===== src/rtl/ibs_fifo.sv =====
// four-word queue between the front and the back
module ibs_fifo #(
   parameter int DATA_W = 8
) (
   input  logic              clock,
   input  logic              reset,
   input  logic              push_valid,
   input  logic [DATA_W-1:0] push_data,
   output logic              full,
   output logic              pop_valid,
   input  logic              pop_ready,
   output logic [DATA_W-1:0] pop_data
);
   localparam int DEPTH = 4;
   localparam int PTR_W = 2;

   logic [DATA_W-1:0] mem_ff [DEPTH];
   logic [PTR_W-1:0]  wr_ptr_ff, wr_ptr_in;
   logic [PTR_W-1:0]  rd_ptr_ff, rd_ptr_in;
   logic [PTR_W:0]    count_ff, count_in;
   logic              do_push, do_pop;

   assign full      = (count_ff == (PTR_W+1)'(DEPTH));
   assign pop_valid = (count_ff != '0);
   assign pop_data  = mem_ff[rd_ptr_ff];
   assign do_push   = push_valid && !full;
   assign do_pop    = pop_valid && pop_ready;

   always_comb begin
      wr_ptr_in = do_push ? wr_ptr_ff + 1'b1 : wr_ptr_ff;
      rd_ptr_in = do_pop ? rd_ptr_ff + 1'b1 : rd_ptr_ff;
      count_in  = count_ff;
      if (do_push && !do_pop) begin
         count_in = count_ff + 1'b1;
      end else if (do_pop && !do_push) begin
         count_in = count_ff - 1'b1;
      end
   end

   always_ff @(posedge clock) begin
      if (reset) begin
         wr_ptr_ff <= '0;
         rd_ptr_ff <= '0;
         count_ff  <= '0;
      end else begin
         wr_ptr_ff <= wr_ptr_in;
         rd_ptr_ff <= rd_ptr_in;
         count_ff  <= count_in;
      end
   end

   always_ff @(posedge clock) begin
      if (do_push) begin
         mem_ff[wr_ptr_ff] <= push_data;
      end
   end
endmodule


===== config.mk =====
export PLATFORM = sky130hd
export DESIGN_NAME = ibs_fifo
export DESIGN_NICKNAME = d
export VERILOG_FILES = /design/src/rtl/ibs_fifo.sv
export SDC_FILE = /design/constraint.sdc
export NUM_CORES = 1
export LEC_CHECK = 0
export BUFFER_PORTS_ARGS = -buffer_cell sky130_fd_sc_hd__buf_2
export CORE_MARGIN = 3
export CORE_UTILIZATION = 46
export CTS_CLUSTER_DIAMETER = 150
export DETAILED_ROUTE_END_ITERATION = 8
export PLACE_DENSITY = 0.66
export SLEW_MARGIN = 20
export SYNTH_ARGS = -nofsm -noshare
export SYNTH_HDL_FRONTEND = slang
export SYNTH_SLANG_ARGS = --single-unit

===== constraint.sdc =====
create_clock -name clock -period 4.6 [get_ports clock]
set_input_delay 1.38 -clock clock [delete_from_list [all_inputs] [get_ports clock]]
set_output_delay 1.38 -clock clock [all_outputs]
set_load 0.005 [all_outputs]

* Yosys cells after proc, flatten, opt, wreduce, memory -nomap -nowiden
Memory sizes are Yosys's and may differ from the RTL's. A register that Yosys moved wholly into a read port is not among the register bits. Cells that the tools add are included. W data, S select, Z words.
Storage, ports and cells: output and inout port bits 10, memories kept 1, input port bits 12, register bits 7, logic and storage cells 24, memory bits (writable) 32
Cells by class: equality and inequality tests 1, reduce and logical (&&, ||, !) cells 9, mux-type cells 6, add/sub/neg operators 4
Memory list:
- mem_ff | depth 4, width 8, rd ports 1, clocked after memory_dff 1, wr ports 1, line 17 | logic [DATA_W-1:0] mem_ff [DEPTH];
Operator list (count):
- $mux W3 | 2
- $add A2 B1 Y2 const B | 2
- $logic_and A1 B1 Y1 | 4
- $mux W2 | 2
- $add A3 B1 Y3 const B | 1
- $eq A3 B3 Y1 const B | 1
- $logic_not A1 Y1 | 3
- $reduce_bool A3 Y1 | 1
- $sub A3 B1 Y3 const B | 1
- $mux W1 | 2
- $reduce_bool A2 Y1 | 1

* Logic depth before layout (Yosys ltp)
Gate-level depths: netlist of run 1.
depth in word-level cells 7, depth in mapped cells 8, depth with buffers taken out 8

* Least setup slack after synthesis of run 1
OpenSTA, ideal clock, no wires.
kind input to register, start input push_valid, end register count_ff[2], data arrival time 2795 ps, cell stages on the path 8, slack 1735 ps, buffers on the path 0, library setup time 70 ps, cell sequence inv_1 > nor2_2 > ha_1 > inv_1 > fa_1 > xor2_1 > or3_1 > a21oi_1
On the way: longest elaborated chain between the ends 4, elaborated cells on any way between the ends 6
Ends and longest elaborated chain:
- from (decl) | line 7 | input logic push_valid,
- $logic_and A1 B1 Y1 (*) | line 26 | assign do_push = push_valid && !full;
- via do_push | line 21 | logic do_push, do_pop;
- $logic_not A1 Y1 | line 35 | end else if (do_pop && !do_push) begin
- $logic_and A1 B1 Y1 | line 35
- $reduce_bool A2 Y1 (no line)
- to (signal assigned) | line 48 | count_ff <= count_in;
- to (decl) | line 20 | logic [PTR_W:0] count_ff, count_in;
The timed path passes the listed nets; every way through them passes the cells marked *. A chain may end at the register's enable or synchronous reset.

==> results of run 1 <==
==> power breakdown <==
part           internal [W]  switching [W]  leakage (nW)  total (W)
Combinational      0.000125      0.0000922         0.263   0.000217
Clock             0.0000756       0.000104        0.0326   0.000180
Sequential         0.000451      0.0000517         0.367   0.000503
==> layer usage <==
metal | global-route usage (%) | share of wire [%] | wire [um]
met5 | 0 | 0 | 0
met4 | 3.11 | 0.56 | 14
met3 | 5.81 | 5.6 | 138
met2 | 20.7 | 48 | 1190
met1 | 17.4 | 46 | 1150
==> cell usage in the layout, fill, tap and decap left out <==
master    count
o31ai_2       1
inv_1         4
clkbuf_8      1
edfxtp_1     32
nor3b_2       1
clkbuf_4      5
nor2_2        1
dfxtp_1       9
mux2i_1       2
buf_2        21
mux4_2        8
ha_1          5
a21oi_1       2
fa_1          1
or3_1         3
nand2b_1      2
nor2_1        5
o311ai_1      1
clkbuf_1      2
and2_1        4
xor2_1        4
o21ai_0       2
==> path summary, 6_finish.rpt <==
check	from	endpoint	slack (ns)
max	flop	pop_data[3]	1.49
min	wr_ptr_ff[1]	wr_ptr_ff[1]	0.53
max reg2reg	count_ff[0]	count_ff[2]	2.45
min reg2reg	wr_ptr_ff[1]	wr_ptr_ff[1]	0.53
==> cell families after synthesis <==
logic type | share of synthesized area, %
multiplexers | 12.3
adder cells (fa/ha/maj) | 5.09
AO/OA/AOI/OAI | 2.55
XOR/XNOR | 2.16
AND/OR/NAND/NOR | 5.79
flip-flops | 70.4
buffers and inverters | 1.70
==> registers in the layout (all words and copies together) (netlist names), named ones only <==
register,cells
count_ff,3
mem_ff,32
rd_ptr_ff,2
wr_ptr_ff,2
==> metrics by stage <==
stage | std cells | instance area (sq um)
after floorplan | 90 | 1620
after global placement | 152 | 1770
after detailed placement | 152 | 1770
after CTS | 160 | 1830
after global routing | 160 | 1830
final | 160 | 1830
==> cell type report <==
class / instances / area, sq um
Multi-Input combinational cell: 42 / 453
Fill cell: 285 / 1380
Timing Repair Buffer: 21 / 105
Tap cell: 44 / 55.1
Inverter: 4 / 15.0
Sequential cell: 41 / 1140
Clock buffer: 8 / 58.8
==> worst max-delay path, stage by stage (launching register included) <==
cell and delay [ns]:
dfxtp_1 0.67, mux4_2 0.58, buf_2 0.14
==> reports/results.env, run 1 <==
START_UTIL_PCT=50.6
IR_DROP_mV=0.199
MAX_CLOCK_FREQ_MHz=322
SYNTHDOMINANTAREACELLTYPE='edfxtp_1'
NUMBER_OF_SINKS_ON_THE_CLOCK_NET=41
ASYNCSETRESETFLOPFRACSYNTH_PCT=0
SYNTH_MOST_COMMON_CELL='edfxtp_1'
HOLD_VIOLATIONS=0
CTS.CLK_SLEW.WORST_PATHS_NS=0.11
NUMBER_OF_ANTENNA_VIOLATIONS_AT_THE_FIRST_CHECK_IN_GLOBAL_ROUTING=0
DRT.ANTENNA.VIOLATING_NETS=0
HOLDPATHSTAGES=2
DP_HPWL_UM=1700
CP-END-KIND='output port'
DESIGN.CORE.AREA_SQ_UM=3200
WORSTREGTOREGCELLS=8
CTS_TREE='yes'
VIAS_PER_CELL=5.03
DP_SLACK_NS=1.55
NUMBER_OF_DISTINCT_LIBRARY_CELLS_AFTER_SYNTHESIS=20
TIMING.MAX_SLEW.REL_SLACK_PCT=64.7
POST_SYNTH_MOST_FREQUENT_CELLS='edfxtp_1 (32), dfxtp_1 (9), mux4_2 (8)'
TOTAL_LEAKAGE_POWER_nW=0.663
SYNTHFLOPTYPE='edfxtp_1'
FIN_CRIT_SH_PCT=67.6
FINAL.SETUP.TNS_NS=0
CTS.HOLD.BUFFERS_ADDED=0
FIRST_ITER_VIOLATIONS=32
REQUIRED_NS=3.22
CTS_MAX_PATH_BUFFERS=2
TYPE_OF_THE_SETUP_PATH_WITH_THE_LEAST_SLACK='reg -> out'
DETAILEDROUTE.FIRSTPASSITERATIONCOUNT=4
TOP_CELLS_BY_AREA_SYNTH='edfxtp_1 (59%), dfxtp_1 (11%), mux4_2 (11%)'
FINCLKSKEW_NS=0.00699
SYN_NETS=108
DIE-AREA_SQ_UM=4270
MIN_PATH_TYPE='reg -> reg'
DRV_SLEW=0
POWER.TOTAL_W=0.000900
SETUP_VIOL=0
BOUNDARYPINS=22
DRV.MAX_CAP_VIOLATION_COUNT=0
CTS_MAX_LEVEL=2
SYNTH_ENABLE_FLOP_CELLS=32
SYNTH_SEQUENTIAL_AREA_RATIO_PCT=70.4
AREA_GROWTH_PCT=12.7
STD_CELL_ROWS=20
CTS.REPAIR.RESIZED=0
GRT_SETUP_UNREPAIRED='false'
SYNTH_SEQ_CELLS=41
SYN-MEAN-INSTANCE-AREA_SQ_UM=18.0
POSTLAYOUTCOREUTIL_PCT=57.1
POST-ROUTE-WORST-SETUP-SLACK_NS=1.49
POST-ROUTE-MIN-PERIOD_NS=3.11
SYNTH_TOP_AREA_SHARE_PCT=59.3
GRT_FIRST_PASS_WIRELENGTH_UM=4040
WORST_HOLD_MARGIN_NS=0.529
POWER.DENSITY_nW_PER_UM2=492
STATUS='finished, final reports clean'
DRIVE_ABOVE_1_SHARE_PCT=32.8
POSTCTSSETUPREPAIRBUFS=0
WL_PER_CELL_UM=15.5
FLOORPLAN.DIE.HEIGHT_UM=65.4
GRT_OVERFLOW=0
GRT_UTIL_ALL_LAYERS_PCT=13.4
TIMING.CRITICAL_PATH.ARRIVAL_NS=1.73
FP.DIEW_UM=65.4
ROOT_BUFFER='clkbuf_4'
ANTENNA-DIODE-COUNT=0
CRIT_PATH_START_KIND='flop'
YOSYS_WARNINGS=0
CTS-BUFFERS-INSERTED=5
VIA_COUNT=805
CLKLATENCYLATEPIN_NS=0.33
SYNTH.CELL_AREA_SQ_UM=1620
GRT_START_MAX_NET_PINS=13
POST_SYNTH_INST_COUNT=90
ROUTE.FINAL.WIRE_LENGTH_UM=2490
WORST-SLEW-PIN-TRANSITION_NS=0.528
PLACEMENT.IO_BUFFERS=21
FIRST_GLOBAL_VIAS=811
GP_CONGESTION=0.609
FINISH.NET_COUNT=133
POST-ROUTE-DRC-COUNT=0
WORSTPATHMAXFANOUT=8
Note: power is estimated with default switching activity, not from simulation.
==> run 2: changes to the inputs <==
--- a/config.mk
+++ b/config.mk
@@ -10,7 +10,7 @@
 export CORE_UTILIZATION = 46
 export CTS_CLUSTER_DIAMETER = 150
 export DETAILED_ROUTE_END_ITERATION = 8
-export PLACE_DENSITY = 0.66
+export PLACE_DENSITY = 0.69
 export SLEW_MARGIN = 20
 export SYNTH_ARGS = -nofsm -noshare
 export SYNTH_HDL_FRONTEND = slang
==> constraint.sdc (replaced) <==
create_clock -name clock -period 2.85 [get_ports clock]
set_input_delay 0.855 -clock clock [delete_from_list [all_inputs] [get_ports clock]]
set_output_delay 0.855 -clock clock [all_outputs]
set_load 0.005 [all_outputs]
==> run 2 against run 1 <==
Design area is 0.48% lower; global-route usage is 0.21 points lower; flip-flop and latch count stayed put; combinational power is 59% higher; setup slack worse by 1.2 ns; critical endpoint is now pop_data[1]; highest routed layer unchanged.
==> reports/results.env, run 2 (synthesis results as in run 1) <==
DRV_SLEW=0  # unchanged
DRT.ANTENNA.VIOLATING_NETS=0  # unchanged
TIMING.CRITICAL_PATH.ARRIVAL_NS=1.72  # was 1.73 ns
LARGEST_REGISTER='mem_ff'  # unchanged
FIRST_GLOBAL_VIAS=801  # was 811
FINCLKSKEW_NS=0.0119  # was 0.00699 ns
CTS.HOLD.BUFFERS_ADDED=0  # unchanged
LARGEST_REGISTERS='mem_ff: 32 flops, count_ff: 3 flops'  # unchanged
CRIT-REG2REG-LAUNCH='count_ff[0]'  # unchanged
DETAILED_PLACE.AREA_SQ_UM=1770  # unchanged
LARGEST_REGISTER_FF_COUNT=32  # unchanged
CTS.CLK_SLEW.WORST_PATHS_NS=0.12  # was 0.11 ns
TOTAL_LEAKAGE_POWER_nW=0.661  # was 0.663 nW
NUMBER_OF_SINKS_ON_THE_CLOCK_NET=41  # unchanged
TIMING.REG2REG.SETUP_SLACK_NS=0.75  # was 2.45 ns
WORST_SETUP_PATH_ENDPOINT='pop_data[1]'  # was pop_data[3]
FLOORPLAN.DIE.HEIGHT_UM=65.4  # unchanged
TIMING.MAX_SLEW.REL_SLACK_PCT=63.6  # was 64.7%
IR_DROP_mV=0.317  # was 0.199 mV
CTS.REPAIR.RESIZED=0  # unchanged
FP.DIEW_UM=65.4  # unchanged
POST-ROUTE-DRC-COUNT=0  # unchanged
DRV.MAX_CAP_VIOLATION_COUNT=0  # unchanged
START_UTIL_PCT=50.6  # unchanged
CTS_MAX_LEVEL=2  # unchanged
GRT_SETUP_UNREPAIRED='false'  # unchanged
FINAL_COMMON_CELL='edfxtp_1'  # unchanged
POSTCTSSETUPREPAIRBUFS=0  # unchanged
HOLD_VIOLATIONS=0  # unchanged
POSTLAYOUTCELLAREA_SQ_UM=1820  # was 1830 sq um
VIAS_PER_CELL=4.99  # was 5.03
MAX_CLOCK_FREQ_MHz=388
MOSTFREQUENTLAYOUTCELLS='edfxtp_1 (32), buf_2 (21), dfxtp_1 (9)'  # unchanged
REQUIRED_NS=2.00  # was 3.22 ns
NUMBER_OF_ANTENNA_VIOLATIONS_AT_THE_FIRST_CHECK_IN_GLOBAL_ROUTING=0  # unchanged
WL_PER_CELL_UM=14.9  # was 15.5 um
VIA_COUNT=798  # was 805
POWER.DENSITY_nW_PER_UM2=778  # was 492 nW/um^2
ROUTE.FINAL.WIRE_LENGTH_UM=2380  # was 2490 um
PLACEMENT.IO_BUFFERS=21  # unchanged
AREA.SEQUENTIAL_SQ_UM=1140  # unchanged
DRIVE_ABOVE_1_SHARE_PCT=32.8  # unchanged
GRT_UTIL_ALL_LAYERS_PCT=13.2  # was 13.4%
SETUP_VIOL=0  # unchanged
FILLERS=282  # was 285
CP-END-KIND='output port'  # unchanged
CRIT_PATH_START_KIND='flop'  # unchanged
AREA_GROWTH_PCT=12.2  # was 12.7%
MIN_PATH_TYPE='reg -> reg'  # unchanged
BOUNDARYPINS=22  # unchanged
FINISH.NET_COUNT=133  # unchanged
TYPE_OF_THE_SETUP_PATH_WITH_THE_LEAST_SLACK='reg -> out'  # unchanged
ANTENNA-DIODE-COUNT=0  # unchanged
CLKLATENCYLATEPIN_NS=0.34  # was 0.33 ns
NUMPLACEDINSTANCES=152  # unchanged
GP_CONGESTION=0.664  # was 0.609
WORST-SLEW-PIN-TRANSITION_NS=0.545  # was 0.528 ns
GRT_FIRST_PASS_WIRELENGTH_UM=3920  # was 4040 um
DP_HPWL_UM=1660  # was 1700 um
WORSTREGTOREGCELLS=8  # unchanged
DESIGN.CORE.AREA_SQ_UM=3200  # unchanged
POST-ROUTE-MIN-PERIOD_NS=2.58
CTS-BUFFERS-INSERTED=5  # unchanged
MULTIINPUTGATEAREA_SQ_UM=453  # unchanged
HOLDPATHSTAGES=2  # unchanged
STATUS='finished, final reports clean'  # unchanged
WORSTPATHMAXFANOUT=8  # unchanged
DIE-AREA_SQ_UM=4270  # unchanged
CTS_MAX_PATH_BUFFERS=2  # unchanged
ROOT_BUFFER='clkbuf_4'  # unchanged
GRT_OVERFLOW=0  # unchanged
FIN_CELLS=160  # unchanged
FIRST_ITER_VIOLATIONS=13  # was 32
STD_CELL_ROWS=20  # unchanged
DETAILEDROUTE.FIRSTPASSITERATIONCOUNT=4  # unchanged
FINAL.SETUP.TNS_NS=0  # unchanged
FIN_CRIT_SH_PCT=90.5
GRT_START_MAX_NET_PINS=13  # unchanged
CTS_TREE='yes'  # unchanged
REGTOREGENDPOINT='count_ff[2]'  # unchanged
[run 2: power breakdown]
group / leakage, nW / internal (W) / switching, W
Sequential: 0.367 / 0.000728 / 0.0000838
Combinational: 0.263 / 0.000202 / 0.000143
Clock: 0.0300 / 0.0000893 / 0.000169
Total: 0.661 / 0.00102 / 0.000397
[run 2: routing by layer]
metal  global-route usage, %  routed length (um)  vias to the layer above
met5                       0                   0                        -
met2                    20.2                1110                       22
met4                    5.44                  47                        0
li1                        -                   -                      389
met3                    5.13                 130                        6
met1                    16.7                1090                      381
[run 2: how the worst min path moves through the flow]
stage                             from            to  slack [ns]
after CTS                 wr_ptr_ff[1]  wr_ptr_ff[1]        0.53
after global routing      wr_ptr_ff[0]  wr_ptr_ff[0]        0.59
final                     wr_ptr_ff[1]  wr_ptr_ff[1]        0.53
after detailed placement  wr_ptr_ff[1]  wr_ptr_ff[1]        0.52
after floorplan           wr_ptr_ff[1]  wr_ptr_ff[1]        0.48
after global placement    wr_ptr_ff[1]  wr_ptr_ff[1]        0.50
[run 2: area by class of cell]
cell class              instances  share of cell area (%)
multi-input cells              42                    24.9
clock inverters                 3                   0.688
well taps                      44                    3.03
clock buffers                   5                    2.06
repair buffers                 21                    5.78
flip-flops and latches         41                    62.7
inverters                       4                   0.825
[run 2: critical path: stages (launching register included)]
cell and delay [ns]:
dfxtp_1 0.68, mux4_2 0.57, buf_2 0.15
[run 2: metrics by stage]
| stage | power [W] | utilization (%) | hold slack (ns) | setup WS [ns] |
|---|---|---|---|---|
| CTS | 0.00145 | 56.8 | 0.532 | 0.197 |
| detailed placement | 0.00118 | 55.2 | 0.516 | 0.333 |
| global route | 0.00152 | 56.8 | 0.594 | 0.118 |
| finish | 0.00142 | 56.8 | 0.530 | 0.272 |
| floorplan | 0.00106 | - | 0.482 | 0.510 |
| global placement | 0.00117 | 55.2 | 0.498 | 0.386 |
==> run 3: changes to the inputs <==
--- a/config.mk
+++ b/config.mk
@@ -5,12 +5,12 @@
 export SDC_FILE = /design/constraint.sdc
 export NUM_CORES = 1
 export LEC_CHECK = 0
+export ABC_AREA = 1
 export BUFFER_PORTS_ARGS = -buffer_cell sky130_fd_sc_hd__buf_2
-export CORE_MARGIN = 3
 export CORE_UTILIZATION = 46
 export CTS_CLUSTER_DIAMETER = 150
 export DETAILED_ROUTE_END_ITERATION = 8
-export PLACE_DENSITY = 0.69
+export PLACE_DENSITY = 0.68
 export SLEW_MARGIN = 20
 export SYNTH_ARGS = -nofsm -noshare
 export SYNTH_HDL_FRONTEND = slang
==> run 3 against run 2 <==
Routed wire length is 27% higher; count of clock-buffer cells in the layout grew 2; maximum frequency grew 10%; largest power group unchanged; clock power rose by 53%; hold slack lost 0.0048 ns; combinational power rose by 35%; die area decreased by 8.2%; non-clock buffer count increased by 5; flip-flop and latch count did not move; first-iteration DRC count grew to 3.0 times the previous value.
==> reports/results.env, run 3 <==
DP_HPWL_UM=2150  # was 1660 um
NUMBER_OF_ANTENNA_VIOLATIONS_AT_THE_FIRST_CHECK_IN_GLOBAL_ROUTING=0  # unchanged
SYNTH_SEQUENTIAL_AREA_RATIO_PCT=67.5  # was 70.4%
WL_PER_CELL_UM=13.5  # was 14.9 um
IR_DROP_mV=0.562  # was 0.317 mV
FINCLKSKEW_NS=0.00211  # was 0.0119 ns
POWER.CLOCK.FRACTION_PCT=23.9  # was 18.3%
DRT.ANTENNA.VIOLATING_NETS=0  # unchanged
SYNTH_TOP_AREA_SHARE_PCT=56.8  # was 59.3%
CTS_TREE='yes'  # unchanged
REQUIRED_NS=2.00  # about the same
SYNTH_ENABLE_FLOP_CELLS=32  # unchanged
SYNTH_MOST_COMMON_CELL='edfxtp_1'  # unchanged
STATUS='finished, final reports clean'  # unchanged
NUMBER_OF_DISTINCT_LIBRARY_CELLS_AFTER_SYNTHESIS=19  # was 20
FINAL.SETUP.TNS_NS=0  # unchanged
MOSTFREQUENTLAYOUTCELLS='edfxtp_1 (32), nor2_1 (28), buf_2 (21)'  # was edfxtp_1 (32), buf_2 (21), dfxtp_1 (9)
AREA_GROWTH_PCT=16.5  # was 12.2%
DIE-AREA_SQ_UM=3920  # was 4270 sq um
DRV_SLEW=0  # unchanged
BUSIEST_LAYER_IN_GLOBAL_ROUTING='met2'  # unchanged
DETAILEDROUTE.FIRSTPASSITERATIONCOUNT=4  # unchanged
GRT_START_MAX_NET_PINS=17  # was 13
LARGEST_REGISTERS='mem_ff: 32 flops, count_ff: 3 flops'  # unchanged
CTS_MAX_LEVEL=2  # unchanged
POWER.TOTAL_W=0.00166  # was 0.00142 W
MAX_CLOCK_FREQ_MHz=428  # was 388 MHz
CTS-BUFFERS-INSERTED=5  # unchanged
SYNTHFLOPTYPE='edfxtp_1'  # unchanged
GRT_FIRST_PASS_WIRELENGTH_UM=5000  # was 3920 um
ROUTE.FINAL.WIRE_LENGTH_UM=3010  # was 2380 um
SYN_NETS=163  # was 108
CTS_MAX_PATH_BUFFERS=2  # unchanged
POSTLAYOUTCOREUTIL_PCT=57.3  # was 56.8%
SWSHARE_PCT=31.2  # was 28.0%
GRT_OVERFLOW=0  # unchanged
FIN_CRIT_SH_PCT=82.1  # was 90.5%
POWER_REPORT.INTERNAL_TOTAL_W=0.00114  # was 0.00102 W
GRT_SETUP_UNREPAIRED='false'  # unchanged
POWER.NET_SWITCHING_W=0.000518  # was 0.000397 W
CTS.REPAIR.RESIZED=0  # unchanged
TOTAL_LEAKAGE_POWER_nW=0.785  # was 0.661 nW
YOSYS_WARNINGS=0  # unchanged
FLOORPLAN.DIE.HEIGHT_UM=62.6  # was 65.4 um
GLOBAL_ROUTE.USAGE.MET3_PCT=6.02  # was 5.13%
HOLD_VIOLATIONS=0  # unchanged
SYNTHDOMINANTAREACELLTYPE='edfxtp_1'  # unchanged
SYN-MEAN-INSTANCE-AREA_SQ_UM=11.7  # was 18.0 sq um
SYNTH.CELL_AREA_SQ_UM=1690  # was 1620 sq um
DRV.MAX_CAP_VIOLATION_COUNT=0  # unchanged
LARGEST_REGISTER_FF_COUNT=32  # unchanged
POST-ROUTE-MIN-PERIOD_NS=2.34  # was 2.58 ns
GLOBALROUTEMET2UTIL_PCT=30.2  # was 20.2%
FINISH.NET_COUNT=194  # was 133
ROOT_BUFFER='clkbuf_8'  # was clkbuf_4
START_UTIL_PCT=49.1  # was 50.6%
CTS.CLK_SLEW.WORST_PATHS_NS=0.07  # was 0.12 ns
POSTCTSSETUPREPAIRBUFS=0  # unchanged
TOP_CELLS_BY_AREA_SYNTH='edfxtp_1 (57%), dfxtp_1 (11%), nor2_1 (6.2%)'  # was edfxtp_1 (59%), dfxtp_1 (11%), mux4_2 (11%)
VIAS_PER_CELL=4.98  # was 4.99
DETAILED_PLACE.AREA_SQ_UM=1870  # was 1770 sq um
FP.DIEW_UM=62.6  # was 65.4 um
LARGEST_REGISTER='mem_ff'  # unchanged
CLKLATENCYLATEPIN_NS=0.28  # was 0.34 ns
FIRST_ITER_VIOLATIONS=39  # was 13
POST-ROUTE-DRC-COUNT=0  # unchanged
PLACEMENT.IO_BUFFERS=21  # unchanged
TIMING.CRITICAL_PATH.ARRIVAL_NS=1.48  # was 1.72 ns
GP_CONGESTION=0.753  # was 0.664
POWER.DENSITY_nW_PER_UM2=841  # was 778 nW/um^2
CTS.HOLD.BUFFERS_ADDED=0  # unchanged
POWER.COMBINATIONAL.FRACTION_PCT=28.1  # was 24.4%
VIA_COUNT=1111  # was 798
GRT_UTIL_ALL_LAYERS_PCT=17.3  # was 13.2%
POST_SYNTH_MOST_FREQUENT_CELLS='edfxtp_1 (32), nor2_1 (28), inv_1 (15)'  # was edfxtp_1 (32), dfxtp_1 (9), mux4_2 (8)
ANTENNA-DIODE-COUNT=0  # unchanged
SETUP_VIOL=0  # unchanged
MET1_USAGE_PCT=19.7  # was 16.7%
WORSTPATHMAXFANOUT=9  # was 8
SYNTH_SEQ_CELLS=41  # unchanged
FINAL_COMMON_CELL='edfxtp_1'  # unchanged
DRIVE_ABOVE_1_SHARE_PCT=25.4  # was 32.8%
FIRST_GLOBAL_VIAS=1072  # was 801
CRIT_PATH_START_KIND='flop'  # unchanged
BOUNDARYPINS=22  # unchanged
STD_CELL_ROWS=21  # was 20
WORST-SLEW-PIN-TRANSITION_NS=0.348  # was 0.545 ns
SEQPWRFRAC_PCT=48.0  # was 57.3%
TYPE_OF_THE_SETUP_PATH_WITH_THE_LEAST_SLACK='reg -> out'  # unchanged
POSTLAYOUTCELLAREA_SQ_UM=1970  # was 1820 sq um
MIN_PATH_TYPE='reg -> reg'  # unchanged
ASYNCSETRESETFLOPFRACSYNTH_PCT=0  # unchanged
CP-END-KIND='output port'  # unchanged
POST_SYNTH_INST_COUNT=145  # was 90
NUMBER_OF_SINKS_ON_THE_CLOCK_NET=41  # unchanged
TIMING.MAX_SLEW.REL_SLACK_PCT=76.8  # was 63.6%
DESIGN.CORE.AREA_SQ_UM=3440  # was 3200 sq um
-- run 3: routing by layer --
layer	part of all wire, %	wire (um)
met5	0	0
met4	1.1	34
met3	5.3	159
met2	52	1570
met1	42	1250
-- run 3: logic make-up after synthesis --
family / after synthesis / synth area share (%)
flops: 41 / 67.5
fa+ha+maj: 6 / 4.88
buf+inv: 19 / 5.10
xor+xnor: 1 / 0.518
simple gates: 50 / 12.5
compound gates: 28 / 9.54
-- run 3: power groups by stage --
stage / sequential, W / combinational [W] / clock, W
2_1_floorplan: 0.000790 / 0.000319 / 0
3_3_place_gp: 0.000802 / 0.000439 / 0
3_5_place_dp: 0.000808 / 0.000469 / 0
4_1_cts: 0.000795 / 0.000471 / 0.000405
5_1_grt: 0.000806 / 0.000523 / 0.000443
6_report: 0.000796 / 0.000466 / 0.000397
-- run 3: worst max-delay path: stages, from the launching register on --
cell	delay [ns]
dfxtp_1	0.50
buf_4	0.23
o21ai_0	0.09
o22ai_1	0.22
buf_2	0.16
-- run 3: final cells by class --
class,instances,area (sq um)
clock buffers,7,96.3
clock inverters,1,5.00
fillers,279,1470
inverters,17,63.8
multi-input cells,85,464
flip-flops and latches,41,1140
well taps,46,57.6
repair buffers,26,143
-- run 3: stage by stage --
step	setup WS (ns)	hold WS, ns	cells
floorplan	0.877	0.459	145
global placement	0.715	0.479	215
detailed placement	0.591	0.507	215
CTS	0.497	0.517	223
global route	0.353	0.541	223
finish	0.511	0.525	223
-- run 3: final timing paths --
path / start / to / slack, ns / depth (start not counted)
setup / recovery: flop / pop_data[4] / 0.51 / 4
hold / removal: rd_ptr_ff[0] / rd_ptr_ff[0] / 0.53 / 2
setup reg to reg: count_ff[0] / count_ff[2] / 0.98 / 13
hold reg to reg: rd_ptr_ff[0] / rd_ptr_ff[0] / 0.53 / 2
