<file path="config.mk">
export PLATFORM = sky130hd
export DESIGN_NAME = ibs_back_flat
export DESIGN_NICKNAME = d
export VERILOG_FILES = /design/src/rtl/ibs_pkg.sv /design/src/rtl/ibs_if.sv /design/src/rtl/ibs_back.sv /design/src/flat_wrapper.sv
export SDC_FILE = /design/constraint.sdc
export NUM_CORES = 1
export LEC_CHECK = 0
export BUFFER_PORTS_ARGS = -buffer_cell sky130_fd_sc_hd__buf_4
export CAP_MARGIN = 5
export CORE_MARGIN = 1.5
export CORE_UTILIZATION = 25
export CTS_CLUSTER_SIZE = 12
export DETAILED_ROUTE_END_ITERATION = 7
export HOLD_SLACK_MARGIN = 0.1
export PLACE_DENSITY = 0.49
export SETUP_SLACK_MARGIN = 0.3
export SYNTH_ARGS = -nofsm -noshare
export SYNTH_HDL_FRONTEND = slang
export SYNTH_SLANG_ARGS = --single-unit
</file>
<file path="constraint.sdc">
create_clock -name clock -period 8.6 [get_ports clock]
set_input_delay 1.72 -clock clock [delete_from_list [all_inputs] [get_ports clock]]
set_output_delay 1.72 -clock clock [all_outputs]
set_load 0.02 [all_outputs]
</file>
<file path="src/rtl/ibs_pkg.sv">
// shared types and constants of the 3x3 box smoother
package ibs_pkg;

   localparam int CFG_W      = 11;
   localparam int ROW_W      = 10;
   localparam int OCOL_W     = 10;
   localparam int CNT_W      = 4;
   localparam int CSR_IDX_W  = 2;
   localparam int MAX_HEIGHT = 1024;
   localparam int REG_RESET  = 1024;

   localparam logic [CSR_IDX_W-1:0] CSR_FRAME_WIDTH  = 2'd0;
   localparam logic [CSR_IDX_W-1:0] CSR_FRAME_HEIGHT = 2'd1;

   typedef enum logic [2:0] {
      S_IDLE = 3'b001,
      S_LOAD = 3'b010,
      S_EMIT = 3'b100
   } ibs_state_type;

   // per-result descriptor passed from front to back
   typedef struct packed {
      logic [ROW_W-1:0]  row;
      logic [OCOL_W-1:0] col;
      logic [CNT_W-1:0]  cnt;
      logic              last;
      logic              done;
   } ibs_meta_type;

endpackage

</file>
<file path="src/rtl/ibs_if.sv">


interface ibs_rsp_if #(parameter int PIXEL_BITS = 8);
   logic                  valid;
   logic                  ready;
   logic [9:0]            out_row;
   logic [9:0]            out_col;
   logic [PIXEL_BITS-1:0] smoothed_value;
   logic                  run_last;
   logic                  frame_done;
   modport source (output valid, output out_row, output out_col, output smoothed_value,
                   output run_last, output frame_done, input ready);
   modport sink   (input valid, input out_row, input out_col, input smoothed_value,
                   input run_last, input frame_done, output ready);
endinterface


</file>
<file path="src/rtl/ibs_back.sv">
// back end: divide sum by count and hold the result word
module ibs_back import ibs_pkg::*; #(
   parameter int PIXEL_BITS = 8,
   parameter int SUM_W      = 12
) (
   input  logic             clock,
   input  logic             reset,
   input  logic             pop_valid,
   output logic             pop_ready,
   input  ibs_meta_type     pop_meta,
   input  logic [SUM_W-1:0] pop_sum,
   ibs_rsp_if.source        rsp_chan
);
   localparam int K  = SUM_W + 4;
   localparam int RW = K + 1;
   localparam int PW = SUM_W + RW;

   // ceil(2^K / n): exact floor division for sums below 2^SUM_W and n up to 9
   localparam logic [RW-1:0] RECIP [16] = '{
      RW'(0),
      RW'((2**K + 0) / 1), RW'((2**K + 1) / 2), RW'((2**K + 2) / 3),
      RW'((2**K + 3) / 4), RW'((2**K + 4) / 5), RW'((2**K + 5) / 6),
      RW'((2**K + 6) / 7), RW'((2**K + 7) / 8), RW'((2**K + 8) / 9),
      RW'(0), RW'(0), RW'(0), RW'(0), RW'(0), RW'(0)
   };

   logic                  valid_ff, valid_in;
   ibs_meta_type          meta_ff;
   logic [PIXEL_BITS-1:0] value_ff;
   logic [PW-1:0]         prod;

   assign pop_ready = !valid_ff || rsp_chan.ready;
   assign prod      = PW'(pop_sum) * PW'(RECIP[pop_meta.cnt]);

   always_comb begin
      valid_in = valid_ff;
      if (pop_ready) begin
         valid_in = pop_valid;
      end
   end

   always_ff @(posedge clock) begin
      if (reset) begin
         valid_ff <= 1'b0;
      end else begin
         valid_ff <= valid_in;
      end
   end

   always_ff @(posedge clock) begin
      if (pop_ready && pop_valid) begin
         meta_ff  <= pop_meta;
         value_ff <= prod[K +: PIXEL_BITS];
      end
   end

   assign rsp_chan.valid          = valid_ff;
   assign rsp_chan.out_row        = meta_ff.row;
   assign rsp_chan.out_col        = meta_ff.col;
   assign rsp_chan.smoothed_value = value_ff;
   assign rsp_chan.run_last       = meta_ff.last;
   assign rsp_chan.frame_done     = meta_ff.done;
endmodule

</file>
<file path="src/flat_wrapper.sv">
// flat-port wrapper written by rule: the top's interface ports become plain ports
module ibs_back_flat import ibs_pkg::*;
#(
   parameter int PIXEL_BITS = 8,
   parameter int SUM_W      = 12
)
  (clock, reset, pop_valid, pop_ready, pop_meta, pop_sum, rsp_chan_valid, rsp_chan_out_row, rsp_chan_out_col, rsp_chan_smoothed_value, rsp_chan_run_last, rsp_chan_frame_done, rsp_chan_ready);
  ibs_rsp_if #(.PIXEL_BITS(PIXEL_BITS)) rsp_chan_i ();
  input  logic clock;
  input  logic reset;
  input  logic pop_valid;
  output logic pop_ready;
  input  ibs_meta_type pop_meta;
  input  logic [SUM_W-1:0] pop_sum;
  output wire logic [$bits(rsp_chan_i.valid)-1:0] rsp_chan_valid;
  output wire logic [$bits(rsp_chan_i.out_row)-1:0] rsp_chan_out_row;
  output wire logic [$bits(rsp_chan_i.out_col)-1:0] rsp_chan_out_col;
  output wire logic [$bits(rsp_chan_i.smoothed_value)-1:0] rsp_chan_smoothed_value;
  output wire logic [$bits(rsp_chan_i.run_last)-1:0] rsp_chan_run_last;
  output wire logic [$bits(rsp_chan_i.frame_done)-1:0] rsp_chan_frame_done;
  input wire logic [$bits(rsp_chan_i.ready)-1:0] rsp_chan_ready;
  assign rsp_chan_valid = rsp_chan_i.valid;
  assign rsp_chan_out_row = rsp_chan_i.out_row;
  assign rsp_chan_out_col = rsp_chan_i.out_col;
  assign rsp_chan_smoothed_value = rsp_chan_i.smoothed_value;
  assign rsp_chan_run_last = rsp_chan_i.run_last;
  assign rsp_chan_frame_done = rsp_chan_i.frame_done;
  assign rsp_chan_i.ready = rsp_chan_ready;
  ibs_back #(.PIXEL_BITS(PIXEL_BITS), .SUM_W(SUM_W)) u_core (.clock(clock), .reset(reset), .pop_valid(pop_valid), .pop_ready(pop_ready), .pop_meta(pop_meta), .pop_sum(pop_sum), .rsp_chan(rsp_chan_i));
endmodule
</file>
### Word-level counts from Yosys, hierarchy flattened

Memories as Yosys holds them, arrays and structs flattened.
Cells that the tools add are included.

* bits in registers: 31
* memory bits (read-only): 272
* input bits: 42
* output and inout port bits: 32
* memories: 1

Memory list
* (name not given): depth 16, width 17, rd ports 1, clocked after Yosys merged registers in 0, write ports 0, line ibs_back.sv:33 `assign prod = PW'(pop_sum) * PW'(RECIP[pop_meta.cnt]);`

* multiply operators: 1
* magnitude comparators: 1
* mux-type cells: 2
* bitwise operators: 1
* reductions and logical operators: 3

Operators by type and width (count)
* $mux 17: 2
* $mul 12x17->24: 1
* $ge 5x5->1 const B: 1
* $not 4->5: 1
* $logic_and 1x1->1: 1
* $logic_not 1->1: 1
* $logic_or 1x1->1: 1

### Logic depth before layout (Yosys ltp)

Gate-level depths: netlist (run 1).

* depth after elaboration: 5
* gate-level depth with buffers: 23
* gate-level depth less buffers: 22

### Worst setup path before layout (run 1)

Ideal clock, no wire load.

* kind: input port to flip-flop
* start: input pop_meta[3] (netlist bit)
* end: register u_core.value_ff[5], in the netlist u_core.rsp_chan.smoothed_value[5], data pin
* arrival: 6.711 ns
* data required time: 8.340 ns
* path slack: 1.630 ns
* stages on the path: 20
* buffers on the path: 1
* path through: inv_1 > ha_1 > mux2i_1 > nor2_1 > clkbuf_1 > nand2_1 > fa_1 > fa_1 > fa_1 > inv_1 > fa_1 > inv_1 > fa_1 > inv_1 > ha_1 > and4_1 > a221oi_2 > o32ai_4 > a221oi_2 > xnor2_1

* longest elaborated chain between the ends: 5

RTL lines
* from (decl): line flat_wrapper.sv:13 `input ibs_meta_type pop_meta;`
* $not 4->5 (not written as such): line ibs_back.sv:33
* $mem_v2 16x17
* $mux 17 (not written as such) (2 in series): line ibs_back.sv:33
* $mul 12x17->24: line ibs_back.sv:33
* net u_core.prod[21]: line ibs_back.sv:30 `logic [PW-1:0] prod;`
* to (signal assigned): line ibs_back.sv:53 `value_ff <= prod[K +: PIXEL_BITS];`
* to (decl): line ibs_back.sv:29 `logic [PIXEL_BITS-1:0] value_ff;`

The timed path passes the listed nets, and every way through them passes these cells. The select of a mux whose other input is x is not followed.
A chain may end at the register's enable or synchronous reset.

### Worst setup path in the final report (run 1)

Same ends and word-level chain as after synthesis.

==> results of run 1 <==
-- flip-flops by register name (all words and copies together) (netlist names) --
register                        cells
u_core.rsp_chan.out_row            10
u_core.rsp_chan.out_col            10
u_core.rsp_chan.frame_done          1
u_core.rsp_chan.run_last            1
u_core.rsp_chan.smoothed_value      8
u_core.rsp_chan.valid               1
-- metrics by stage --
step / std cells / utilization / power [uW] / hold slack (ns)
2_1_floorplan: 698 / - / 616 / 0.729
3_3_place_gp: 1092 / 0.291 / 789 / 0.511
3_5_place_dp: 1092 / 0.291 / 790 / 0.523
4_1_cts: 1100 / 0.297 / 968 / 0.533
5_1_grt: 1100 / 0.297 / 1050 / 0.588
6_report: 1100 / 0.297 / 944 / 0.534
-- worst min-delay path, stage by stage, from the launching register on --
cell	delay (ns)
dfxtp_1	0.31
nand2b_1	0.11
a21oi_1	0.08
-- synth_stat cells (all sizes together), types with 2 or more instances --
library cell    n
inv           193
fa            141
nand2         126
ha             47
and2           38
edfxtp         30
clkbuf         24
xnor2          13
a21oi          11
o21ai          10
a21o            9
and3            8
nor2            7
nand2b          5
a211o           2
a221oi          2
buf             2
nand3           2
nand4b          2
nor3b           2
o21a            2
o22ai           2
xor2            2
-- kinds of logic after synthesis --
kind of cell	synth area share
simple gates	0.139
compound gates	0.0589
fa+ha+maj	0.513
xor+xnor	0.0232
buf+inv	0.125
mux	0.00151
flops	0.139
-- cell usage in the layout, fill, tap and decap left out, types with 2 or more instances in the layout --
master     count
a21oi_1       10
ha_1          47
nand3_1        2
a221oi_2       2
and3_1         8
o22ai_1        2
edfxtp_1      30
a211o_1        2
inv_1        193
nand2_1      126
o21ai_0       10
a21o_1         9
fa_1         141
nor2_1         7
o21a_1         2
xor2_1         2
and2_1        38
clkbuf_16      5
xnor2_1       13
buf_4         85
nand2b_1       5
-- worst min path at each step --
stage	to	slack, ns
final	u_core.rsp_chan.valid	0.53
after global routing	u_core.rsp_chan.valid	0.59
after CTS	u_core.rsp_chan.valid	0.53
after detailed placement	u_core.rsp_chan.valid	0.52
after global placement	u_core.rsp_chan.valid	0.51
after floorplan	u_core.rsp_chan.valid	0.73
-- power by group --
| part | switching, uW | internal, uW | total, uW |
|---|---|---|---|
| logic | 334 | 236 | 571 |
| clock network | 56.3 | 114 | 171 |
| registers | 5.23 | 198 | 203 |
| total | 396 | 549 | 944 |
-- final cells by class --
type                            count  area (um^2)  area share
Multi-Input combinational cell    448         4890       0.632
Sequential cell                    31          921       0.119
Inverter                          193          724      0.0936
Timing Repair Buffer               85          638      0.0824
Tap cell                          335          419      0.0541
Clock buffer                        7          143      0.0184
Clock inverter                      1         5.00    0.000646
-- metal layers --
layer | wire, um | part of all wire | up-vias | track usage
met5 | 0 | 0 | - | 0
met4 | 323 | 0.020 | 0 | 0.0270
met3 | 307 | 0.019 | 22 | 0.00906
met2 | 8500 | 0.54 | 61 | 0.228
met1 | 6740 | 0.42 | 2401 | 0.156
li1 | - | - | 2183 | -
==> summary.txt, run 1 <==
Floorplanning
  – Die area: 27600 um^2
  – # rows: 59
  – Die width: 166 um
  – Initial Util: 0.255
  – Io pins: 74
  – Core area: 26100 um^2
  – Die Ht: 166 um

Detailed routing
  – Vias per cell: 4.24
  – Vias: 4667
  – TritonRoute pass-1 iters: 5
  – Routed WL: 15900 um
  – WL/cell: 14.4 um
  – DRT iter0 DRCs: 200
  – Detail Route Antenna Nets: 0
  – DR DRC count: 0

Timing
  – Pins Over Slew Limit: 0
  – RSZ-0062 raised after global routing: false
  – Max Clock Skew: 0.00579 ns
  – Worst setup margin: 1.28 ns
  – Worst Max-Slew Pin Slew: 0.625 ns
  – Max Freq: 137 MHz
  – Period utilization: 0.851
  – Min cycle time layout: 7.32 ns
  – Setup tns final: 0 ns
  – Rel. slew slack: 0.583
  – Final-report setup violation count: 0
  – Hold Fails Final Rpt: 0

Placed design
  – Port buffer count: 73
  – Placed Area: 7600 um^2
  – Hpwl dp: 13500 um
  – Final GP Congestion: 0.847
  – Pre-CTS setup slack: 0.960 ns

GRT
  – First-pass GRT wire length: 27100 um
  – GRT overflow: 0
  – Largest net degree at the start of global routing: 31
  – Vias in the first global route: 5171
  – GR Util All Layers: 0.123
  – Antenna violations before repair: 0

Final layout
  – Final instance area: 7740 um^2
  – Ant. Diodes: 0
  – Share of cells above drive strength 1: 0.133
  – P&R area growth vs syn: 16.5%
  – Filler cell count: 2750
  – Final net count: 994

Logic synthesis
  – Net count after synthesis: 928
  – Top FF cell, synth: edfxtp_1
  – Number of synthesized flops with an enable pin: 30
  – Yosys warnings: 0
  – Post-synth top area share: 0.425
  – Seq/Total Area, Yosys: 0.139
  – Post-Syn Instances: 698
  – Async SR Flop Fraction: 0
  – Post-synthesis register bit count: 31
  – Count of cell types in the netlist: 45
  – Mapped Area: 6650 um^2
  – Synth area leader: fa_1
  – Area contributors post-synth: fa_1, edfxtp_1, inv_1
  – Syn avg cell area: 9.52 um^2

Clock network
  – CTS max path bufs: 2
  – Post-CTS setup buffers: 0
  – Root Buffer: clkbuf_16
  – Reg clk slew, reported paths: 0.05 ns
  – CTS tree: built
  – Hold-fix buffers, CTS: 0
  – Clk sinks: 31
  – Post-CTS resize count: 0
  – Total CTS buffers: 5
  – H-tree depth: 2
  – Later-pin clock latency in the skew report: 0.27 ns

Hold path
  – Hold Path Class: flop to flop
  – Hold-critical path depth: 2
  – Hold Path Origin: u_core.rsp_chan.valid

Power and ir drop
  – Leakage power: 0.00388 uW
  – Maximum VDD drop: 0.0834 mV
  – PD cells: 122 nW/um^2

Worst setup path
  – Worst Path Class, Setup: input pin to flop
  – Crit path capture: u_core.rsp_chan.smoothed_value[5]
  – R2r startpoint: u_core.rsp_chan.valid
  – Critical Path Start Type: input pin
  – Most common cell on crit path: fa_1
  – CP Capture Type: flop
  – Crit. path cell count: 21
  – Cell family with most CP delay: adder cells
  – Critical Path Max Stage Delay: 0.55 ns
  – CP arrival: 7.33 ns
  – R2R depth: 3
  – Required @ worst endpoint: 8.61 ns
  – Capturing point of the worst reg2reg path: u_core.rsp_chan.smoothed_value[5]
  – CP Launch Point: pop_meta[3]
  – Crit path cell chain: buf_4, inv_1, ha_1, mux2i_1, nor2_1, buf_4, nand2_1, fa_1, fa_1, fa_1, inv_1, fa_1, inv_1, fa_1, inv_1, ha_1, and4_1, a221oi_2, o32ai_4, a221oi_2, xnor2_1
  – R2R setup slack: 7.34 ns
  – Crit-path max FO: 10
  – CP Buf/Inv Count: 6
  – Worst path slowest cell: fa_1

Job
  – Max_cap viols: 0

Outcome
  – Status: complete, no violations
Power figures use the tool's default switching activity.
==> inputs of run 2 (changes only) <==
--- a/config.mk
+++ b/config.mk
@@ -11,6 +11,7 @@
 export CORE_UTILIZATION = 25
 export CTS_CLUSTER_SIZE = 12
 export DETAILED_ROUTE_END_ITERATION = 7
+export GPL_TIMING_DRIVEN = 0
 export HOLD_SLACK_MARGIN = 0.1
 export PLACE_DENSITY = 0.49
 export SETUP_SLACK_MARGIN = 0.3
==> summary.txt, run 2 (same netlist as run 1, synthesis figures left out) <==
Outcome
  – Status: complete, no violations

Floorplanning
  – Die width: 166 um (unchanged)
  – # rows: 59 (unchanged)
  – Die Ht: 166 um (unchanged)
  – Io pins: 74 (unchanged)
  – Core area: 26100 um^2 (unchanged)
  – Initial Util: 0.255 (unchanged)
  – Die area: 27600 um^2 (unchanged)

Timing
  – Worst setup margin: 0.841 ns (-0.437 ns)
  – Max Clock Skew: 0.00230 ns (-0.00348 ns)
  – Max Freq: 129 MHz (-5.6%)
  – Pins Over Slew Limit: 0 (unchanged)
  – Hold Fails Final Rpt: 0 (unchanged)
  – Period utilization: 0.902 (+0.0508)
  – Min cycle time layout: 7.76 ns (+0.437 ns)
  – Worst Max-Slew Pin Slew: 0.716 ns (+0.0905 ns)
  – Setup tns final: 0 ns (unchanged)
  – RSZ-0062 raised after global routing: false
  – Rel. slew slack: 0.523 (-0.0603)
  – Final-report setup violation count: 0 (unchanged)

Clock network
  – Post-CTS resize count: 0 (unchanged)
  – Total CTS buffers: 5 (unchanged)
  – CTS max path bufs: 2 (unchanged)
  – Root Buffer: clkbuf_16
  – H-tree depth: 2 (unchanged)
  – Hold-fix buffers, CTS: 0 (unchanged)
  – Reg clk slew, reported paths: 0.05 ns (about the same)
  – Post-CTS setup buffers: 0 (unchanged)
  – CTS tree: built
  – Clk sinks: 31 (unchanged)
  – Later-pin clock latency in the skew report: 0.27 ns (about the same)

Detailed routing
  – Detail Route Antenna Nets: 0 (unchanged)
  – DRT iter0 DRCs: 160 (-20%)
  – TritonRoute pass-1 iters: 4 (-1)
  – Vias: 4689 (+0.47%)
  – DR DRC count: 0 (unchanged)
  – WL/cell: 14.5 um (+0.16%)
  – Routed WL: 16100 um (+1.4%)
  – Vias per cell: 4.21 (-0.79%)

Power and ir drop
  – Switching power: 397 uW (+0.24%)
  – PD cells: 123 nW/um^2 (+0.63%)
  – Comb power frac: 0.599 (-0.005)
  – P_int: 557 uW (+1.5%)
  – Register share of total power: 0.213 (-0.002)
  – Clock power share: 0.188 (+0.007)
  – Leakage power: 0.00386 uW (-0.50%)
  – Maximum VDD drop: 0.0852 mV (+2.1%)
  – Sw Share: 0.416 (-0.00316)

Placed design
  – Port buffer count: 73 (unchanged)
  – Hpwl dp: 13900 um (+3.0%)
  – Pre-CTS setup slack: 0.525 ns (-0.435 ns)
  – Final GP Congestion: 0.847 (about the same)
  – Placed insts: 1106 (+1.3%)

Job
  – Max_cap viols: 0 (unchanged)

Worst setup path
  – Critical Path Start Type: input pin
  – Worst path slowest cell: fa_1
  – Worst Path Class, Setup: input pin to flop
  – Cell family with most CP delay: adder cells
  – CP Capture Type: flop
  – CP arrival: 7.77 ns (+0.44 ns)
  – CP Buf/Inv Count: 6 (unchanged)
  – Required @ worst endpoint: 8.62 ns (about the same)
  – Most common cell on crit path: fa_1
  – Critical Path Max Stage Delay: 0.59 ns (+0.04 ns)
  – Crit path cell chain: buf_4, inv_1, ha_1, mux2i_1, nor2_1, clkbuf_1, nand2_1, fa_1, fa_1, fa_1, inv_1, fa_1, inv_1, fa_1, inv_1, ha_1, and4_1, a221oi_2, o32ai_4, a221oi_2, xnor2_1
  – Crit-path max FO: 10 (unchanged)

GRT
  – Largest net degree at the start of global routing: 31 (unchanged)
  – Vias in the first global route: 5180 (+0.17%)
  – Antenna violations before repair: 0 (unchanged)
  – First-pass GRT wire length: 27300 um (+0.69%)
  – GRT overflow: 0 (unchanged)
  – GR Util All Layers: 0.125 (+0.00163)

Final layout
  – Final net count: 1008 (+1.4%)
  – Most frequent cells in the layout: inv_1, fa_1, nand2_1, buf_4, ha_1
  – Commonest non-fill, non-tap cell in the layout: inv_1
  – P&R area growth vs syn: 16.9%
  – Non-filler cells, final: 1114 (+1.3%)
  – Filler cell count: 2738 (-0.44%)
  – Ant. Diodes: 0 (unchanged)
  – Post-Route Utilization: 0.298 (+0.00111)
  – Share of cells above drive strength 1: 0.119 (-0.0139)

Hold path
  – Hold Path Class: flop to flop
-- run 2: cell types whose count changed in the layout (fill, tap and decap cells not counted) --
cell / change
buf_4: -11
buf_6: +1
clkbuf_1: +24
clkbuf_8: +1
clkinv_2: -1
and2_2: +1
and2_1: -1
-- run 2: path summary, 6_finish.rpt --
path / from / slack [ns] / end / depth (start not counted)
setup / recovery: pop_meta[3] / 0.84 / u_core.rsp_chan.smoothed_value[5] / 21
hold / removal: u_core.rsp_chan.valid / 0.53 / u_core.rsp_chan.valid / 2
setup reg to reg: u_core.rsp_chan.valid / 7.18 / u_core.rsp_chan.smoothed_value[4] / 2
hold reg to reg: u_core.rsp_chan.valid / 0.53 / u_core.rsp_chan.valid / 2
-- run 2: metal layers --
layer / routed length [um] / GRT usage
met3: 413 / 0.0102
met5: 0 / 0
met4: 238 / 0.0251
met2: 8550 / 0.233
met1: 6900 / 0.157
-- run 2: area by class of cell --
class / count / area [um^2] / area share
Sequential cell: 31 / 921 / 0.118
Multi-Input combinational cell: 448 / 4890 / 0.630
Timing Repair Buffer: 73 / 548 / 0.0705
Inverter: 193 / 724 / 0.0932
Buffer: 26 / 109 / 0.0140
Clock buffer: 8 / 156 / 0.0201
Tap cell: 335 / 419 / 0.0539
-- run 2: power by group through the flow --
stage	registers (uW)	logic (uW)	clock network (uW)
floorplan	234	382	0
detailed placement	207	585	0
finish	203	572	179
CTS	204	589	185
global placement	206	583	0
global route	205	663	192
-- run 2: through the flow --
stage                     power [uW]  hold slack [ns]  area, um^2
after global routing            1060            0.591        7770
after global placement           789            0.509        7610
after CTS                        978            0.531        7770
final                            954            0.528        7770
after detailed placement         792            0.523        7610
after floorplan                  616            0.729        6650
-- run 2: tightest hold or removal path: cells and delay by family (launching register included) --
kind | cells | cell delay, ns
flip-flops | 1 | 0.31
AND/OR/NAND/NOR | 1 | 0.10
AO/OA/AOI/OAI | 1 | 0.07
==> inputs of run 3 (changes only) <==
--- a/config.mk
+++ b/config.mk
@@ -5,6 +5,7 @@
 export SDC_FILE = /design/constraint.sdc
 export NUM_CORES = 1
 export LEC_CHECK = 0
+export ABC_AREA = 1
 export BUFFER_PORTS_ARGS = -buffer_cell sky130_fd_sc_hd__buf_4
 export CAP_MARGIN = 5
 export CORE_MARGIN = 1.5
==> summary.txt, run 3 <==
Outcome
  – Status: complete, no violations

Floorplanning
  – Initial Util: 0.257 (+0.00144)
  – # rows: 60 (+1.7%)
  – Die Ht: 170 um (+2.4%)
  – Io pins: 74 (unchanged)
  – Die area: 28900 um^2 (+4.8%)
  – Die width: 170 um (+2.4%)
  – Core area: 27200 um^2 (+4.3%)

Worst setup path
  – CP Capture Type: flop
  – Worst Path Class, Setup: input pin to flop
  – Crit-path max FO: 10 (unchanged)
  – Most common cell on crit path: inv_1
  – Worst path slowest cell: fa_1
  – Required @ worst endpoint: 8.62 ns (about the same)
  – Critical Path Start Type: input pin
  – Critical Path Max Stage Delay: 0.56 ns (-0.03 ns)
  – CP arrival: 7.36 ns (-0.41 ns)

Logic synthesis
  – Seq/Total Area, Yosys: 0.132 (-0.00644)
  – Net count after synthesis: 1087 (+17%)
  – Post-synthesis register bit count: 31 (unchanged)
  – Post-synth top area share: 0.405 (-0.0197)
  – Async SR Flop Fraction: 0 (unchanged)
  – Syn avg cell area: 8.13 um^2 (-15%)
  – Area contributors post-synth: fa_1, inv_1, edfxtp_1
  – Post-Syn Instances: 857 (+23%)
  – Count of cell types in the netlist: 35 (-22%)
  – Yosys warnings: 0 (unchanged)
  – Top FF cell, synth: edfxtp_1
  – Count leader, synth: inv_1
  – Synth area leader: fa_1
  – Mapped Area: 6970 um^2 (+4.9%)
  – Commonest cells post-synth: inv_1, nand2_1, fa_1
  – Number of synthesized flops with an enable pin: 30 (unchanged)

Clock network
  – CTS tree: built
  – Post-CTS setup buffers: 0 (unchanged)
  – CTS max path bufs: 2 (unchanged)
  – Hold-fix buffers, CTS: 0 (unchanged)
  – Total CTS buffers: 5 (unchanged)
  – H-tree depth: 2 (unchanged)
  – Root Buffer: clkbuf_16
  – Post-CTS resize count: 0 (unchanged)
  – Later-pin clock latency in the skew report: 0.27 ns (about the same)
  – Clk sinks: 31 (unchanged)
  – Reg clk slew, reported paths: 0.05 ns (about the same)

Timing
  – Hold Fails Final Rpt: 0 (unchanged)
  – Min cycle time layout: 7.34 ns (-0.419 ns)
  – RSZ-0062 raised after global routing: false
  – Period utilization: 0.853 (-0.0487)
  – Setup tns final: 0 ns (unchanged)
  – Max Clock Skew: 0.00537 ns (+0.00306 ns)
  – Worst Max-Slew Pin Slew: 0.638 ns (-0.0773 ns)
  – Max Freq: 136 MHz (+5.7%)
  – Final-report setup violation count: 0 (unchanged)
  – Rel. slew slack: 0.574 (+0.0516)
  – Pins Over Slew Limit: 0 (unchanged)

GRT
  – Antenna violations before repair: 0 (unchanged)
  – First-pass GRT wire length: 30000 um (+9.9%)
  – GR Util All Layers: 0.134 (+0.00921)
  – Largest net degree at the start of global routing: 22 (-29%)
  – GRT overflow: 0 (unchanged)
  – Vias in the first global route: 5760 (+11%)

Detailed routing
  – DRT iter0 DRCs: 283 (+77%)
  – Routed WL: 18400 um (+14%)
  – DR DRC count: 0 (unchanged)
  – TritonRoute pass-1 iters: 5 (+1)
  – WL/cell: 14.1 um (-2.4%)
  – Vias per cell: 4.15 (-1.3%)
  – Detail Route Antenna Nets: 0 (unchanged)
  – Vias: 5421 (+16%)

Placed design
  – Final GP Congestion: 0.841 (-0.74%)
  – Port buffer count: 68 (-6.8%)
  – Hpwl dp: 16200 um (+16%)
  – Placed insts: 1298 (+17%)

Power and ir drop
  – Sw Share: 0.465 (+0.0490)
  – P_int: 533 uW (-4.3%)
  – Switching power: 463 uW (+17%)
  – Maximum VDD drop: 0.0617 mV (-28%)
  – PD cells: 123 nW/um^2 (about the same)
  – Register share of total power: 0.203 (-0.010)
  – Clock power share: 0.160 (-0.028)
  – Leakage power: 0.00415 uW (+7.5%)
  – Tot Pwr: 996 uW (+4.5%)
  – Comb power frac: 0.637 (+0.038)

Final layout
  – Ant. Diodes: 0 (unchanged)
  – Share of cells above drive strength 1: 0.102 (-0.0176)
  – Commonest non-fill, non-tap cell in the layout: inv_1
  – Final net count: 1163 (+15%)
  – Most frequent cells in the layout: inv_1, nand2_1, fa_1, buf_4, nor2_1
  – P&R area growth vs syn: 16.5%
  – Non-filler cells, final: 1305 (+17%)

Hold path
  – Hold Path Class: flop to flop

Job
  – Max_cap viols: 0 (unchanged)
## run 3: final timing paths
kind | end | startpoint | slack (ns) | cells after the start
max reg2reg | u_core.rsp_chan.out_col[8] | u_core.rsp_chan.valid | 7.34 | 2
max | u_core.rsp_chan.smoothed_value[7] | pop_meta[3] | 1.26 | 26
min | u_core.rsp_chan.valid | u_core.rsp_chan.valid | 0.54 | 2
min reg2reg | u_core.rsp_chan.valid | u_core.rsp_chan.valid | 0.54 | 2
## run 3: layer usage
metal,track usage,up-vias,part of all wire
li1,-,2611,-
met3,0.0174,17,0.054
met2,0.225,132,0.46
met4,0.0277,0,0.015
met5,0,-,0
met1,0.184,2661,0.47
## run 3: metrics by stage
step                       util  hold WS, ns  setup slack, ns  cell area (um^2)
final                     0.299        0.543             1.26              8120
after global routing      0.299        0.584            0.842              8120
after CTS                 0.299        0.545             1.33              8120
after detailed placement  0.294        0.538             1.04              7990
after global placement    0.292        0.497             1.04              7950
after floorplan               -        0.705             1.85              6970
## run 3: final cells by class
type	count	area, um^2
clock buffer	5	125
tap	372	465
sequential	31	921
buffer	18	70.1
inverter	261	980
multi-input combinational	547	5010
fill	2993	19100
clock inverter	2	8.76
timing repair buffer	69	538
## run 3: critical path: cells and delay by family
family	cells	cell delay, ns
AND/OR/NAND/NOR	6	0.65
buffers and inverters	9	1.10
AO/OA/AOI/OAI	4	0.80
adder cells (fa/ha/maj)	7	3.09
## run 3: power by group through the flow
stage / Clock [uW] / Sequential, uW / Combinational, uW
finish: 159 / 203 / 634
global route: 171 / 205 / 741
CTS: 165 / 203 / 642
detailed placement: 0 / 206 / 637
global placement: 0 / 206 / 635
floorplan: 0 / 233 / 415
## run 3: cell families (layout without fill, tap and decap cells)
kind of cell | count (synthesis) | in the layout | synth area share
xor+xnor | 7 | 7 | 0.00879
fa+ha+maj | 188 | 188 | 0.489
compound gates | 43 | 43 | 0.0354
simple gates | 309 | 309 | 0.184
buf+inv | 279 | 355 | 0.151
flops | 31 | 31 | 0.132
